$ cat src/rtl/core/fsrl_pkg.sv
package fsrl_pkg;

    typedef enum logic [2:0] {
        OP_LOAD_PIXEL    = 3'd0,
        OP_LOAD_LANDMARK = 3'd1,
        OP_LOAD_FEATURE  = 3'd2,
        OP_LOAD_BIN      = 3'd3,
        OP_SET_XFORM     = 3'd4,
        OP_PREDICT       = 3'd5
    } t_op;

    localparam logic [1:0] CFG_COLS      = 2'd0;
    localparam logic [1:0] CFG_ROWS      = 2'd1;
    localparam logic [1:0] CFG_FERNS     = 2'd2;
    localparam logic [1:0] CFG_LANDMARKS = 2'd3;

    localparam logic signed [31:0] Q_ONE = 32'sd65536;

    // datapath commands from the controller
    typedef struct packed {
        logic capture;    // latch the input item
        logic load;       // write a store from the latched item
        logic prj_start;  // clear the bin, fern 0, first point
        logic prj_step;   // run one projection stage step
        logic emit_start; // clear the landmark counter
        logic emit_next;  // advance the landmark counter
    } t_cmd;

    typedef struct packed {
        logic prj_done;   // all fern tests finished
        logic emit_last;  // current landmark is the final one
    } t_status;

    function automatic logic signed [31:0] sat32(input logic signed [63:0] v);
        if (v > 64'sd2147483647) return 32'sh7fffffff;
        if (v < -64'sd2147483648) return 32'sh80000000;
        return v[31:0];
    endfunction

endpackage

$ cat src/rtl/core/fsrl_ctrl.sv
module fsrl_ctrl import fsrl_pkg::*; (
    input  logic    i_clk,
    input  logic    i_rst_n,
    input  logic    i_in_valid,
    input  t_op     i_op,
    input  logic    i_out_ready,
    input  t_status i_status,
    output logic    o_in_ready,
    output logic    o_out_valid,
    output t_cmd    o_cmd
);
    typedef enum logic [2:0] {
        S_IDLE, S_LOAD, S_PROJ, S_READ, S_WAIT, S_EMIT
    } t_state;

    t_state r_state, n_state;
    logic   r_out_valid, n_out_valid;

    always_comb begin
        n_state     = r_state;
        n_out_valid = r_out_valid;
        o_cmd       = '0;
        o_in_ready  = 1'b0;
        case (r_state)
            S_IDLE: begin
                o_in_ready = 1'b1;
                if (i_in_valid) begin
                    o_cmd.capture = 1'b1;
                    if (i_op == OP_PREDICT) n_state = S_PROJ;
                    else n_state = S_LOAD;
                end
            end
            S_LOAD: begin
                o_cmd.load = 1'b1;
                n_state    = S_IDLE;
            end
            S_PROJ: begin
                o_cmd.prj_step = 1'b1;
                if (i_status.prj_done) begin
                    o_cmd.emit_start = 1'b1;
                    n_state          = S_READ;
                end
            end
            // bin memory read latency
            S_READ: n_state = S_WAIT;
            S_WAIT: begin
                n_out_valid = 1'b1;
                n_state     = S_EMIT;
            end
            S_EMIT: begin
                if (i_out_ready) begin
                    if (i_status.emit_last) begin
                        n_out_valid = 1'b0;
                        n_state     = S_IDLE;
                    end else begin
                        o_cmd.emit_next = 1'b1;
                        n_out_valid     = 1'b0;
                        n_state         = S_READ;
                    end
                end
            end
            default: n_state = S_IDLE;
        endcase
        if (r_state == S_IDLE && i_in_valid && i_op == OP_PREDICT) o_cmd.prj_start = 1'b1;
    end

    always_ff @(posedge i_clk) begin
        if (!i_rst_n) begin
            r_state     <= S_IDLE;
            r_out_valid <= 1'b0;
        end else begin
            r_state     <= n_state;
            r_out_valid <= n_out_valid;
        end
    end

    assign o_out_valid = r_out_valid;
endmodule

$ cat config.mk
export PLATFORM = sky130hd
export DESIGN_NAME = fsrl_ctrl
export DESIGN_NICKNAME = d
export VERILOG_FILES = /design/src/rtl/core/fsrl_pkg.sv /design/src/rtl/core/fsrl_ctrl.sv
export SDC_FILE = /design/constraint.sdc
export NUM_CORES = 1
export LEC_CHECK = 0
export ABC_AREA = 1
export BUFFER_PORTS_ARGS = -buffer_cell sky130_fd_sc_hd__buf_4
export CAP_MARGIN = 10
export CORE_AREA = 2 2 39 41
export CTS_CLUSTER_DIAMETER = 60
export DETAILED_ROUTE_END_ITERATION = 7
export DIE_AREA = 0 0 41 43
export PLACE_DENSITY = 0.57
export SLEW_MARGIN = 5
export SYNTH_ARGS = -nofsm -noshare
export SYNTH_HDL_FRONTEND = slang
export SYNTH_SLANG_ARGS = --single-unit
export TNS_END_PERCENT = 100
$ cat constraint.sdc
create_clock -name i_clk -period 1.2 [get_ports i_clk]
set_input_delay 0.12 -clock i_clk [delete_from_list [all_inputs] [get_ports i_clk]]
set_output_delay 0.12 -clock i_clk [all_outputs]
set_load 0.01 [all_outputs]
# --- Word level (Yosys, flattened, before mapping) ---
# Index checks and enable logic that the tools add are counted.
totals:
  register_bits: 4
  latch_bits: 0
  mem_bits_rw: 0
  rom_bits: 0
  inputBits: 9
  out_inout_bits: 8
  wordCells: 35
  memories: 0
op_classes:
  add_sub_neg: 0
  multipliers: 0
  div: 0
  order_cmp: 0
  n_eq_ne: 9
  shifts: 0
  muxes: 18
  bitwise_logic: 0
  reduce_logical: 6
ops:
  columns: ["op", "count"]
  rows:
  - ["$pmux 3 s5", 1]
  - ["$mux 1", 10]
  - ["$eq 3x3->1 const B", 3]
  - ["$mux 3", 3]
  - ["$eq 3x2->1 const B", 2]
  - ["$mux 2", 3]
  - ["$ne 2x2->1 const B", 3]
  - ["$eq 3x1->1 const B", 1]
  - ["$logic_not 3->1", 1]
  - ["$reduce_and 3->1", 1]
  - ["$logic_and 1x1->1", 2]
  - ["$pmux 1 s2", 1]
  - ["$reduce_and 2->1", 1]
  - ["$reduce_bool 2->1", 1]

# --- Longest topological paths before layout ---
logic_depth:
  ltp_word: 4
  depth_mapped: 7

# --- Worst setup path after synthesis ---
# OpenSTA, ideal clock, no wires.
synth_timing:
  path_kind: "reg-to-output"
  from: "reg r_state[0]"
  to: "out o_cmd[5] (netlist bit)"
  t_arrival_ns: 0.869
  setup_slack_ns: 0.211
  path_stages_with_launch: 4
  n_path_buf: 0
  path_cell_list: "dfxtp_1 -> nor2_1 -> inv_1 -> nor3_1"
synth_lines:
  columns: ["item", "line", "text"]
  rows:
  - ["start, declared", "fsrl_ctrl.sv:16", "t_state r_state, n_state;"]
  - ["start signal, assigned", "fsrl_ctrl.sv:72", "r_state <= n_state;"]
  - ["end, declared", "fsrl_ctrl.sv:10", "output t_cmd o_cmd"]

==> results_dict.tcl <==
set metrics [dict create \
    drc 0 \
    total_power_mw 0.489 \
    ys_ff_latch 4 \
    pwr_density_cell_nw_per_um2 970 \
    cp-startpoint "r_state[0]" \
    grt.total_usage_pct 10.7 \
    antenna_found_initial 0 \
    combPwrFrac_pct 34.0 \
    num-fill-cells 157 \
    holdBufCountCts 0 \
    violations "setup timing" \
    start_kind "flip-flop" \
    status "complete, but fails checks" \
    syn_inst 50 \
    dieArea_um2 1760 \
    grt_pass1_vias 349 \
    seqPwrFrac_pct 32.1 \
    timing.final.crit_share_pct 102 \
    wl_per_cell_um 9.12 \
    setup_ws_ns -0.0247 \
    hold_violations 0 \
    min_from "i_rst_n" \
    die_h_um 43 \
    vias 397 \
    maxSlewViolCount 0 \
    dr.pass1.iters 4 \
    die_w_um 41 \
    grt_setup_unrepaired "yes" \
    r2r_setup_slack_ns 0.13 \
    clk_latency_ns 0.23 \
    h-tree-depth 1 \
    cp-end-kind "primary output" \
    path_clk_slew_ns 0.04 \
    overflow 0 \
    crit_fanout 4 \
    mostFrequentLayoutCells "buf_4 (20), nand2_1 (9), inv_1 (9)" \
    timing.critical_path.arrival_ns 1.10 \
    irDropWorstVdd_uv 455 \
    synth-warning-count 0 \
    syn_area_per_cell_um2 5.51 \
    place_area_um2 415 \
    ys_seq_area_share_pct 29.1 \
    worst_slew_pin_slew_ns 0.171 \
    drtIter0Drc 10 \
    clock-root-buffer "clkbuf_4" \
    numPortBuffers 16 \
    intPower_mw 0.340 \
    antenna_left 0 \
    netSwitchingFraction_pct 30.5 \
    start_util_pct 19.9 \
    setup_viol 1 \
    synth_nets 59 \
    core_area_um2 1380 \
    drive_gt1_share_pct 47.9 \
    power_frac_clock_pct 33.9 \
    cts_tree "yes" \
    ys_types 12 \
    layout_commonest_cell "buf_4" \
    vias_per_cell 4.46 \
    post-route-min-period_ns 1.22 \
    grt_first_pass_wirelength_um 1250 \
    cp.required_ns 1.08 \
    fin_area_um2 504 \
    relSlewSlack_pct 88.5 \
    cts_made_buffers 3 \
    fmax_mhz 817 \
    cts_buffer_depth 2 \
    p_switching_mw 0.149 \
    r2r-start "r_state[2]" \
    routed_wl_um 812 \
    antenna_cells 0 \
    place_congestion 0.758 \
    drv_cap 0 \
    grt_max_degree 8 \
    syn-cell-area_um2 275 \
    critPathKind "flip-flop to primary output" \
    top_level_ports 17 \
    p_leak_nw 0.272 \
    fin_nets 84 \
    syn2layout_area_growth_pct 83.2 \
    rows 14 \
    cts.sinks 4 \
    dp.final_hpwl_um 607 \
    min_path_type "input port to flip-flop" \
    clock_skew_ns 0.000782 \
    fin_hold_ws_ns 0.166 \
]
## stage by stage
step	setup WS, ns	instances	TNS, ns	util (%)
final	-0.0247	89	-0.0247	36.4
after global routing	-0.0736	89	-0.229	36.4
after CTS	-0.000375	86	-0.000375	33.2
after detailed placement	0.141	82	0	30.0
after global placement	0.158	82	0	30.0
after floorplan	0.211	50	0	-
## flip-flops by register name, indices dropped and copies added, names as in the netlist
register,count
o_out_valid,1
r_state,3
## critical path: stages (launching register included)
cell,delay [ns]
dfxtp_4,0.37
nand2_2,0.05
nor2_2,0.09
nand2_1,0.09
nor2_1,0.13
buf_4,0.13
## kinds of logic (layout without fill, tap and decap cells)
| group | Yosys count | after routing | synth area share, % |
|---|---|---|---|
| buffers and inverters | 11 | 34 | 15.0 |
| flip-flops | 4 | 4 | 29.1 |
| AO/OA/AOI/OAI | 5 | 5 | 9.54 |
| AND/OR/NAND/NOR | 30 | 30 | 46.4 |
## power by group through the flow
stage                     logic, mW  clock network [mW]  registers [mW]
after floorplan              0.0729                   0           0.154
after global placement        0.134                   0           0.155
after detailed placement      0.135                   0           0.156
after CTS                     0.145               0.177           0.156
after global routing          0.186               0.184           0.158
final                         0.167               0.166           0.157
## metal layers
metal	routed length [um]	GRT usage [%]	share of wire [%]	vias to the layer above
li1	-	-	-	202
met1	337	10.9	42	183
met2	415	16.3	51	12
met3	59	7.85	7.3	0
met4	0	4.00	0	0
met5	0	0	0	-
## final timing paths
path / endpoint / cells past startpoint
worst max-delay path: o_cmd[0] / 5
worst min-delay path: r_state[1] / 3
worst max register to register: r_state[0] / 6
worst min register to register: o_out_valid / 2
## synthesized netlist by cell type (all sizes together)
library cell  number  share of area [%]
nor2              12                 17
inv               11                 15
nand2             10                 14
nand3              6                 11
dfxtp              4                 29
a21oi              3                5.5
a31oi              1                2.3
nand3b             1                2.7
nor3               1                1.8
o21ai              1                1.8
## what timing repair did
item | CTS | global route
pin swaps | 1 | 4
setup buffers | 1 | 3
gates resized for setup | 7 | 7
endpoints found under the setup margin | 6 | 6
## cell type report
| type | count | area, um2 | share of cell area [%] |
|---|---|---|---|
| clock buffer | 3 | 22.5 | 4.47 |
| inverter | 11 | 41.3 | 8.19 |
| multi-input combinational | 35 | 179 | 35.5 |
| sequential | 4 | 91.3 | 18.1 |
| tap | 16 | 20.0 | 3.97 |
| timing repair buffer | 20 | 150 | 29.8 |
(Power assumes the default switching activity.)
